$ cat src/gfac_pkg.sv
// Shared types, constants and a helper function for the gas and flame alarm conditioner.
`default_nettype none
package gfac_pkg;

  localparam int SampleBits    = 12;
  localparam int TickBits      = 16;
  localparam int SumBits       = SampleBits + TickBits;
  localparam int DebounceCount = 3;
  localparam int CntBits       = $clog2(DebounceCount + 1);
  localparam int DivSteps      = SumBits;
  localparam int DivCntBits    = $clog2(DivSteps);

  localparam logic [TickBits-1:0] TickMax = {TickBits{1'b1}};

  // configuration port
  localparam int CfgIdxBits  = 2;
  localparam int CfgDataBits = 16;
  localparam logic [CfgIdxBits-1:0] CfgWarmup  = 2'd0;
  localparam logic [CfgIdxBits-1:0] CfgOffset  = 2'd1;
  localparam logic [CfgIdxBits-1:0] CfgFlameTh = 2'd2;

  localparam logic [TickBits-1:0]   WarmupReset  = 16'd3000;
  localparam logic [SampleBits-1:0] OffsetReset  = 12'd500;
  localparam logic [SampleBits-1:0] FlameThReset = 12'd2000;

  typedef struct packed {
    logic [11:0] smoke_sample;
    logic [11:0] flame_sample;
  } in_t;

  typedef struct packed {
    logic [11:0] smoke_level;
    logic [11:0] smoke_baseline;
    logic [11:0] smoke_delta;
    logic        smoke_ready;
    logic        smoke_alarm;
    logic        flame_alarm;
  } out_t;

  typedef enum logic [1:0] {
    ST_IDLE,
    ST_TICK,
    ST_DIV,
    ST_FIN
  } state_e;

  typedef struct packed {
    logic [CntBits-1:0] cnt;
    logic               flag;
  } deb_t;

  // up/down debounce: rise on a hit (stop at the count), fall on a miss, clear flag at zero
  function automatic deb_t debounce(input logic hit, input deb_t cur);
    deb_t r;
    r = cur;
    if (hit) begin
      if (cur.cnt < CntBits'(DebounceCount)) r.cnt = cur.cnt + 1'b1;
      if (r.cnt >= CntBits'(DebounceCount)) r.flag = 1'b1;
    end else begin
      if (cur.cnt != '0) r.cnt = cur.cnt - 1'b1;
      else r.flag = 1'b0;
    end
    return r;
  endfunction

endpackage
`default_nettype wire

$ cat src/gfac_in_if.sv
// Valid/ready channel carrying one sample tick.
`default_nettype none
interface gfac_in_if;
  logic         valid;
  logic         ready;
  gfac_pkg::in_t payload;

  modport source (output valid, output payload, input ready);
  modport sink   (input valid, input payload, output ready);
endinterface
`default_nettype wire

$ cat src/gfac_out_if.sv
// Valid/ready channel carrying one conditioned result.
`default_nettype none
interface gfac_out_if;
  logic          valid;
  logic          ready;
  gfac_pkg::out_t payload;

  modport source (output valid, output payload, input ready);
  modport sink   (input valid, input payload, output ready);
endinterface
`default_nettype wire

$ cat src/gas_flame_alarm_conditioner_top.sv
// Top level of the gas and flame alarm conditioner: sequencer, serial divider and debounce.
`default_nettype none
// One transfer on sample_i is one sample tick and yields exactly one transfer on result_o.
// A tick normally passes through the accept, tick update and judge steps before the next
// transfer in; its result is loaded into the output register at the end of the judge step.
// The one tick that ends warm-up, if smoke samples were taken, also computes the
// clean-air baseline as sum / count on a restore-and-subtract divider that produces one
// quotient bit a cycle, in a divide step between tick update and judge. The output
// register holds a finished result while the next tick is already being transferred in;
// the judge step waits only if the previous result has still not been taken. The tick
// counter saturates at 65535. Write the configuration registers (warm-up length, smoke
// offset, flame threshold) only while no tick is in flight; writes to an unused index
// are ignored.
module gas_flame_alarm_conditioner_top (
  input  wire logic                             clk_i,
  input  wire logic                             rst_ni,
  input  wire logic                             cfg_we_i,
  input  wire logic [gfac_pkg::CfgIdxBits-1:0]  cfg_idx_i,
  input  wire logic [gfac_pkg::CfgDataBits-1:0] cfg_wdata_i,
  gfac_in_if.sink                               sample_i,
  gfac_out_if.source                            result_o
);

  // configuration
  logic [gfac_pkg::TickBits-1:0]   warmup_q;
  logic [gfac_pkg::SampleBits-1:0] offset_q;
  logic [gfac_pkg::SampleBits-1:0] flame_th_q;

  // sequencer
  gfac_pkg::state_e state_q, state_d;
  logic [gfac_pkg::DivCntBits-1:0] div_cnt_q;

  // held sample of the current tick
  logic [gfac_pkg::SampleBits-1:0] smoke_q;
  logic [gfac_pkg::SampleBits-1:0] flame_q;

  // conditioning state
  logic [gfac_pkg::TickBits-1:0]   elapsed_q;
  logic [gfac_pkg::SumBits-1:0]    sum_q;
  logic [gfac_pkg::TickBits-1:0]   count_q;
  logic [gfac_pkg::SampleBits-1:0] baseline_q;
  logic                            calib_done_q;
  logic                            ready_flag_q;
  logic                            warm_q;
  gfac_pkg::deb_t                  smoke_deb_q;
  gfac_pkg::deb_t                  flame_deb_q;

  // divider: remainder and dividend/quotient shift register
  logic [gfac_pkg::TickBits-1:0] rem_q;
  logic [gfac_pkg::SumBits-1:0]  quo_q;

  // output register
  logic           out_valid_q;
  gfac_pkg::out_t out_q;

  // ---------------------------------------------------------------- combinational
  logic [gfac_pkg::TickBits-1:0]   tick_inc;
  logic                            warm_now;
  logic                            start_div;
  logic [gfac_pkg::TickBits:0]     div_trial;
  logic                            div_ge;
  logic [gfac_pkg::SampleBits-1:0] delta;
  logic                            out_free;
  gfac_pkg::deb_t                  smoke_deb_d;
  gfac_pkg::deb_t                  flame_deb_d;

  // saturating tick count and warm-up decision for this tick
  assign tick_inc  = (elapsed_q != gfac_pkg::TickMax) ? elapsed_q + 1'b1 : elapsed_q;
  assign warm_now  = tick_inc >= warmup_q;
  assign start_div = warm_now && !calib_done_q && (count_q != '0);

  // one restoring step: shift in the next dividend bit, subtract the count if it fits
  assign div_trial = {rem_q, quo_q[gfac_pkg::SumBits-1]};
  assign div_ge    = div_trial >= {1'b0, count_q};

  assign delta = ((baseline_q != '0) && (smoke_q > baseline_q)) ? smoke_q - baseline_q : '0;

  always_comb begin
    smoke_deb_d = gfac_pkg::debounce(delta >= offset_q, smoke_deb_q);
    if (!warm_q) begin
      smoke_deb_d = '0;  // hold the smoke counter and alarm low during warm-up
    end
    flame_deb_d = gfac_pkg::debounce(flame_q < flame_th_q, flame_deb_q);
  end

  assign out_free = !out_valid_q || result_o.ready;

  // ---------------------------------------------------------------- sequencer
  always_ff @(posedge clk_i or negedge rst_ni) begin
    if (!rst_ni) begin
      state_q <= gfac_pkg::ST_IDLE;
    end else begin
      state_q <= state_d;
    end
  end

  always_comb begin
    state_d = state_q;
    unique case (state_q)
      gfac_pkg::ST_IDLE: begin
        if (sample_i.valid) state_d = gfac_pkg::ST_TICK;
      end
      gfac_pkg::ST_TICK: begin
        state_d = start_div ? gfac_pkg::ST_DIV : gfac_pkg::ST_FIN;
      end
      gfac_pkg::ST_DIV: begin
        if (div_cnt_q == gfac_pkg::DivCntBits'(gfac_pkg::DivSteps - 1)) begin
          state_d = gfac_pkg::ST_FIN;
        end
      end
      gfac_pkg::ST_FIN: begin
        if (out_free) state_d = gfac_pkg::ST_IDLE;
      end
      default: state_d = gfac_pkg::ST_IDLE;
    endcase
  end

  assign sample_i.ready = (state_q == gfac_pkg::ST_IDLE);

  // ---------------------------------------------------------------- configuration
  always_ff @(posedge clk_i or negedge rst_ni) begin
    if (!rst_ni) begin
      warmup_q   <= gfac_pkg::WarmupReset;
      offset_q   <= gfac_pkg::OffsetReset;
      flame_th_q <= gfac_pkg::FlameThReset;
    end else if (cfg_we_i) begin
      unique case (cfg_idx_i)
        gfac_pkg::CfgWarmup:  warmup_q   <= cfg_wdata_i[gfac_pkg::TickBits-1:0];
        gfac_pkg::CfgOffset:  offset_q   <= cfg_wdata_i[gfac_pkg::SampleBits-1:0];
        gfac_pkg::CfgFlameTh: flame_th_q <= cfg_wdata_i[gfac_pkg::SampleBits-1:0];
        default: ;  // unused index: drop the write
      endcase
    end
  end

  // ---------------------------------------------------------------- sample latch
  always_ff @(posedge clk_i) begin
    if (sample_i.valid && sample_i.ready) begin
      smoke_q <= sample_i.payload.smoke_sample;
      flame_q <= sample_i.payload.flame_sample;
    end
  end

  // ---------------------------------------------------------------- conditioning state
  always_ff @(posedge clk_i or negedge rst_ni) begin
    if (!rst_ni) begin
      elapsed_q    <= '0;
      sum_q        <= '0;
      count_q      <= '0;
      baseline_q   <= '0;
      calib_done_q <= 1'b0;
      ready_flag_q <= 1'b0;
      warm_q       <= 1'b0;
      smoke_deb_q  <= '0;
      flame_deb_q  <= '0;
      div_cnt_q    <= '0;
    end else begin
      unique case (state_q)
        gfac_pkg::ST_TICK: begin
          elapsed_q <= tick_inc;
          warm_q    <= warm_now;
          div_cnt_q <= '0;
          if (!warm_now) begin
            // accumulate the calibration sum; it wraps at its width
            sum_q <= sum_q + gfac_pkg::SumBits'(smoke_q);
            if (count_q != gfac_pkg::TickMax) count_q <= count_q + 1'b1;
          end else begin
            ready_flag_q <= 1'b1;
            calib_done_q <= 1'b1;
          end
        end
        gfac_pkg::ST_DIV: begin
          div_cnt_q <= div_cnt_q + 1'b1;
          if (div_cnt_q == gfac_pkg::DivCntBits'(gfac_pkg::DivSteps - 1)) begin
            // last quotient bit lands now; keep the low bits only
            baseline_q <= {quo_q[gfac_pkg::SampleBits-2:0], div_ge};
          end
        end
        gfac_pkg::ST_FIN: begin
          if (out_free) begin
            smoke_deb_q <= smoke_deb_d;
            flame_deb_q <= flame_deb_d;
          end
        end
        default: ;
      endcase
    end
  end

  // ---------------------------------------------------------------- divider datapath
  always_ff @(posedge clk_i) begin
    if (state_q == gfac_pkg::ST_TICK) begin
      rem_q <= '0;
      quo_q <= sum_q;
    end else if (state_q == gfac_pkg::ST_DIV) begin
      rem_q <= div_ge ? gfac_pkg::TickBits'(div_trial - {1'b0, count_q})
                      : div_trial[gfac_pkg::TickBits-1:0];
      quo_q <= {quo_q[gfac_pkg::SumBits-2:0], div_ge};
    end
  end

  // ---------------------------------------------------------------- output register
  always_ff @(posedge clk_i or negedge rst_ni) begin
    if (!rst_ni) begin
      out_valid_q <= 1'b0;
    end else if ((state_q == gfac_pkg::ST_FIN) && out_free) begin
      out_valid_q <= 1'b1;
    end else if (result_o.ready) begin
      out_valid_q <= 1'b0;
    end
  end

  always_ff @(posedge clk_i) begin
    if ((state_q == gfac_pkg::ST_FIN) && out_free) begin
      out_q.smoke_level    <= smoke_q;
      out_q.smoke_baseline <= baseline_q;
      out_q.smoke_delta    <= delta;
      out_q.smoke_ready    <= ready_flag_q;
      out_q.smoke_alarm    <= smoke_deb_d.flag;
      out_q.flame_alarm    <= flame_deb_d.flag;
    end
  end

  assign result_o.valid   = out_valid_q;
  assign result_o.payload = out_q;

  // ---------------------------------------------------------------- assertions
  // A transfer in starts a tick: the block is busy the cycle after.
  a_busy_after_accept: assert property (@(posedge clk_i) disable iff (!rst_ni)
    (sample_i.valid && sample_i.ready) |=> !sample_i.ready)
    else $error("sample accepted while a tick was still in flight");

  // The baseline is fixed once calibration is done, except as the divider finishes.
  a_baseline_once: assert property (@(posedge clk_i) disable iff (!rst_ni)
    (calib_done_q && (state_q != gfac_pkg::ST_DIV)) |=> $stable(baseline_q))
    else $error("baseline changed after calibration");

  // A new result is loaded only from the judge step.
  a_result_from_fin: assert property (@(posedge clk_i) disable iff (!rst_ni)
    $rose(out_valid_q) |-> $past(state_q == gfac_pkg::ST_FIN))
    else $error("result raised outside the judge step");

  // Smoke debounce counter stays within its range.
  a_smoke_cnt_range: assert property (@(posedge clk_i) disable iff (!rst_ni)
    smoke_deb_q.cnt <= gfac_pkg::CntBits'(gfac_pkg::DebounceCount))
    else $error("smoke debounce counter out of range");

endmodule
`default_nettype wire

$ cat src/flat_wrapper.sv
// flat-port wrapper written by rule: the top's interface ports become plain ports
module gas_flame_alarm_conditioner_top_flat 
  (clk_i, rst_ni, cfg_we_i, cfg_idx_i, cfg_wdata_i, sample_i_valid, sample_i_payload, sample_i_ready, result_o_valid, result_o_payload, result_o_ready);
  gfac_in_if sample_i_i ();
  gfac_out_if result_o_i ();
  input  wire logic clk_i;
  input  wire logic rst_ni;
  input  wire logic cfg_we_i;
  input  wire logic [gfac_pkg::CfgIdxBits-1:0] cfg_idx_i;
  input  wire logic [gfac_pkg::CfgDataBits-1:0] cfg_wdata_i;
  input wire logic [$bits(sample_i_i.valid)-1:0] sample_i_valid;
  input wire logic [$bits(sample_i_i.payload)-1:0] sample_i_payload;
  output wire logic [$bits(sample_i_i.ready)-1:0] sample_i_ready;
  output wire logic [$bits(result_o_i.valid)-1:0] result_o_valid;
  output wire logic [$bits(result_o_i.payload)-1:0] result_o_payload;
  input wire logic [$bits(result_o_i.ready)-1:0] result_o_ready;
  assign sample_i_i.valid = sample_i_valid;
  assign sample_i_i.payload = sample_i_payload;
  assign sample_i_ready = sample_i_i.ready;
  assign result_o_valid = result_o_i.valid;
  assign result_o_payload = result_o_i.payload;
  assign result_o_i.ready = result_o_ready;
  gas_flame_alarm_conditioner_top u_core (.clk_i(clk_i), .rst_ni(rst_ni), .cfg_we_i(cfg_we_i), .cfg_idx_i(cfg_idx_i), .cfg_wdata_i(cfg_wdata_i), .sample_i(sample_i_i), .result_o(result_o_i));
endmodule
$ cat config.mk
export PLATFORM = sky130hd
export DESIGN_NAME = gas_flame_alarm_conditioner_top_flat
export DESIGN_NICKNAME = d
export VERILOG_FILES = /design/src/gfac_pkg.sv /design/src/gfac_in_if.sv /design/src/gfac_out_if.sv /design/src/gas_flame_alarm_conditioner_top.sv /design/src/flat_wrapper.sv
export SDC_FILE = /design/constraint.sdc
export NUM_CORES = 1
export LEC_CHECK = 0
export ABC_AREA = 1
export CORE_MARGIN = 4
export CORE_UTILIZATION = 38
export CTS_BUF_LIST = sky130_fd_sc_hd__clkbuf_8
export DETAILED_ROUTE_END_ITERATION = 12
export DONT_BUFFER_PORTS = 1
export PLACE_DENSITY = 0.5
export SLEW_MARGIN = 20
export SYNTH_ARGS = -nofsm -noshare
export SYNTH_HDL_FRONTEND = slang
export SYNTH_SLANG_ARGS = --single-unit
$ cat constraint.sdc
create_clock -name clk_i -period 4 [get_ports clk_i]
set_clock_uncertainty 0.1 [all_clocks]
set_input_delay 0.8 -clock clk_i [delete_from_list [all_inputs] [get_ports clk_i]]
set_output_delay 0.8 -clock clk_i [all_outputs]
set_load 0.02 [all_outputs]
==> flow_metrics.tcl <==
set metrics [dict create \
    io_buffers 0 \
    grtUsageTotal 0.1770 \
    h-tree-depth 2 \
    grt_pass1_wl_mm 56.12 \
    peakVddDrop_v 0.0002905 \
    dr.pass1.iters 5 \
    areaGrowthSynthToFinish_pct 10.14 \
    syn_avg_cell_area_um2 7.970 \
    synth_ff_type "dfrtp_1" \
    drt_iter0_markers 557 \
    synthCells 1713 \
    crit_fanout 4 \
    rr_worst_depth 21 \
    criticalPathCategory "flip-flop to flip-flop" \
    yosysSeqAreaShare 0.4600 \
    synthesis.area_mm2 0.01365 \
    yosys_warnings 0 \
    setup_viol 0 \
    fill_cells 3577 \
    multiInputGateArea_mm2 0.006200 \
    ant_nets 0 \
    drv_slew 0 \
    die_area_mm2 0.03903 \
    antenna_found_initial 0 \
    max-clock-path-buffers 3 \
    worst-endpoint-arrival_ns 3.75 \
    yosysUniqueCellTypes 44 \
    async_flop_share 0.5447 \
    start_util 0.3848 \
    drive_gt1_frac 0.07037 \
    die_y_um 197.6 \
    nNetsFinal 1870 \
    cts_root_buf "clkbuf_8" \
    status "complete, no violations" \
    tightest_slew_ns 1.026 \
    grt_setup_unrepaired "no" \
    endpoint "u_core.result_o.payload[1]$_DFFE_PP_" \
    route.detailed.drc 0 \
    ioPinCount 88 \
    slew_headroom 0.3135 \
    synth_edf_count 91 \
    cap_violations 0 \
    cts_tree "yes" \
    finalHoldViolCount 0 \
    rows 69 \
    routed_wl_mm 34.36 \
    powerDensity_mw_per_mm2 678.6 \
    cts.sinks 235 \
    clkTransAtPathRegs_ns 0.06 \
    crit_path_end_kind "flip-flop" \
    placed_cells 2143 \
    hold_path_class "primary input to asynchronous set/reset pin" \
    viasPerCell 4.860 \
    vias 10804 \
    syn-num-nets 1854 \
    ys_ff_latch 235 \
    fmax_mhz 281.1 \
    period_share 0.8893 \
    period_needed_ns 3.557 \
    numCtsBuffers 43 \
    crit_start "u_core.smoke_q[0]$_DFFE_PP_" \
    start_kind "flip-flop" \
    dp_hpwl_mm 25.13 \
    cellLeakagePower_uw 0.007146 \
    holdWs_ns 0.06121 \
    wl_per_cell_um 15.46 \
    die_w_um 197.6 \
    seqCellArea_mm2 0.006280 \
    rr_endpoint "u_core.result_o.payload[1]$_DFFE_PP_" \
    grt_pass1_vias 10773 \
    insertion_delay_ns 0.55 \
    r2r_slack_ns 0.44 \
    overflow 0 \
    critical_path_required_ns 4.19 \
    fin_cells 2223 \
    cts_setup_buffers 0 \
    regToRegStartpoint "u_core.smoke_q[0]$_DFFE_PP_" \
    tns_ns 0 \
    core_mm2 0.03548 \
    grt_max_degree 111 \
    antennaDiodeCount 0 \
    place.gp.congestion 0.8734 \
]
-- cells in the mapped netlist (2+ instances only) --
library cell	count	share of area
clkbuf_1	24	0.0066
a21oi_1	86	0.032
nor2_2	4	0.0018
nor4_1	12	0.0055
dfstp_2	19	0.037
or2_2	3	0.0014
nor2_1	101	0.028
ha_1	91	0.083
inv_2	3	0.00082
o21ai_1	2	0.00073
nand2_4	3	0.0025
nand3_1	115	0.042
inv_1	265	0.073
buf_2	7	0.0026
nand3_2	2	0.0015
dfxtp_1	16	0.023
buf_6	4	0.0033
nand2_2	4	0.0018
buf_1	4	0.0011
xnor2_1	12	0.0077
a31oi_1	2	0.00092
o21ai_0	142	0.052
nor3_2	4	0.0029
dfrtp_1	109	0.20
fa_1	3	0.0044
xor2_1	33	0.021
nand2_1	497	0.14
o21bai_1	4	0.0022
nand3b_1	4	0.0022
edfxtp_1	91	0.20
nor3_1	16	0.0059
and2_1	2	0.00092
nand4_1	18	0.0082
-- area by class of cell --
class,instances,share of cell area
sequential,235,0.4176
multi-input combinational,1170,0.4123
inverter,269,0.06715
clock buffer,57,0.05217
tap,461,0.03836
timing repair buffer,10,0.006490
clock inverter,21,0.005908
-- timing repair --
action	4_1_cts	5_1_grt
resized for setup	0	5
hold endpoints to repair	110	0
hold buffers	2	0
endpoints found under the setup margin	0	4
-- layer usage --
layer	vias to the layer above	wire (um)	track usage
li1	5569	-	-
met1	4960	16470	0.2406
met2	214	15550	0.2916
met3	61	1583	0.03224
met4	0	760	0.04973
met5	-	0	0
-- power by group --
part / total, uW / switching [uW] / internal (uW)
clock network: 2290 / 1020 / 1270
logic: 4080 / 2780 / 1290
registers: 3840 / 523 / 3320
-- placed cells by master (no fill, tap or decap), types with 2 or more instances in the layout --
cell | netlist | routed
a21oi_1 | 86 | 85
a31oi_1 | 2 | 2
and2_1 | 2 | 2
buf_4 | 0 | 8
clkbuf_8 | 0 | 57
clkinv_1 | 1 | 3
clkinv_2 | 0 | 5
dfrtp_1 | 109 | 109
dfstp_2 | 19 | 19
dfxtp_1 | 16 | 16
edfxtp_1 | 91 | 91
fa_1 | 3 | 3
ha_1 | 91 | 90
inv_1 | 265 | 277
inv_2 | 3 | 4
nand2_1 | 497 | 496
nand2_2 | 4 | 5
nand2_4 | 3 | 3
nand3_1 | 115 | 115
nand3_2 | 2 | 2
nand3b_1 | 4 | 4
nand4_1 | 18 | 18
nor2_1 | 101 | 98
nor2_2 | 4 | 6
nor2_4 | 1 | 2
nor3_1 | 16 | 16
nor3_2 | 4 | 4
nor4_1 | 12 | 12
o21ai_0 | 142 | 141
o21ai_1 | 2 | 3
o21bai_1 | 4 | 4
or2_2 | 3 | 3
xnor2_1 | 12 | 12
xor2_1 | 33 | 33
-- registers in the layout, indices dropped and copies added, names as in the netlist, 16 cells and up --
name	cells
u_core.result_o.payload	39
u_core.warmup_q	16
u_core.count_q	16
u_core.quo_q	28
u_core.elapsed_q	16
u_core.rem_q	16
u_core.sum_q	28
-- worst max-delay path: stages, from the launching register on --
cell and delay [ns]:
edfxtp_1 0.44, inv_1 0.09, ha_1 0.15, inv_1 0.07, fa_1 0.41, nand3_1 0.10, nand2_1 0.10, a21oi_1 0.23
o21ai_0 0.18, nand2_1 0.12, nand2_1 0.05, nand2_1 0.05, nand2_1 0.05, nor2_1 0.15, ha_1 0.25, nand2_1 0.08
nor2_1 0.07, and2_1 0.14, nand2_1 0.12, nand4_1 0.16, nand2_1 0.11, a21oi_1 0.07
-- logic make-up (layout without fill, tap and decap cells) --
family                     Yosys count  count (layout)  synth area share
AOI/OAI and AO/OA                  243             243           0.09146
xor gates and xnor gates            46              46           0.03006
adders and majority gates           94              94           0.08779
buffers and inverters              308             357           0.08752
DFF                                235             235            0.4600
and+or+nand+nor                    787             787            0.2432
-- worst min-delay path by stage --
stage / from / end / slack [ns] / depth (start not counted)
5_1_grt: rst_ni / u_core.baseline_q[6]$_DFFE_PN0P_ / 0.11 / 1
4_1_cts: rst_ni / u_core.baseline_q[8]$_DFFE_PN0P_ / 0.11 / 1
2_1_floorplan: u_core.count_q[15]$_DFFE_PN0P_ / u_core.count_q[15]$_DFFE_PN0P_ / 0.34 / 2
3_3_place_gp: u_core.flame_deb_q[2]$_DFFE_PN0P_ / u_core.flame_deb_q[2]$_DFFE_PN0P_ / 0.36 / 2
6_report: rst_ni / u_core.baseline_q[8]$_DFFE_PN0P_ / 0.06 / 1
3_5_place_dp: u_core.count_q[15]$_DFFE_PN0P_ / u_core.count_q[15]$_DFFE_PN0P_ / 0.37 / 2
-- stage by stage --
| step | power, uW | setup WS (ns) | instance area [um2] | utilization |
|---|---|---|---|---|
| after floorplan | 6897 | 0.5343 | 13650 | - |
| after global placement | 7927 | 0.3490 | 14110 | 0.3978 |
| after global routing | 11140 | 0.05937 | 15040 | 0.4238 |
| after detailed placement | 7987 | 0.3652 | 14110 | 0.3978 |
| after CTS | 10370 | 0.3256 | 15030 | 0.4235 |
| final | 10200 | 0.4426 | 15040 | 0.4238 |
(Power assumes the default switching activity.)
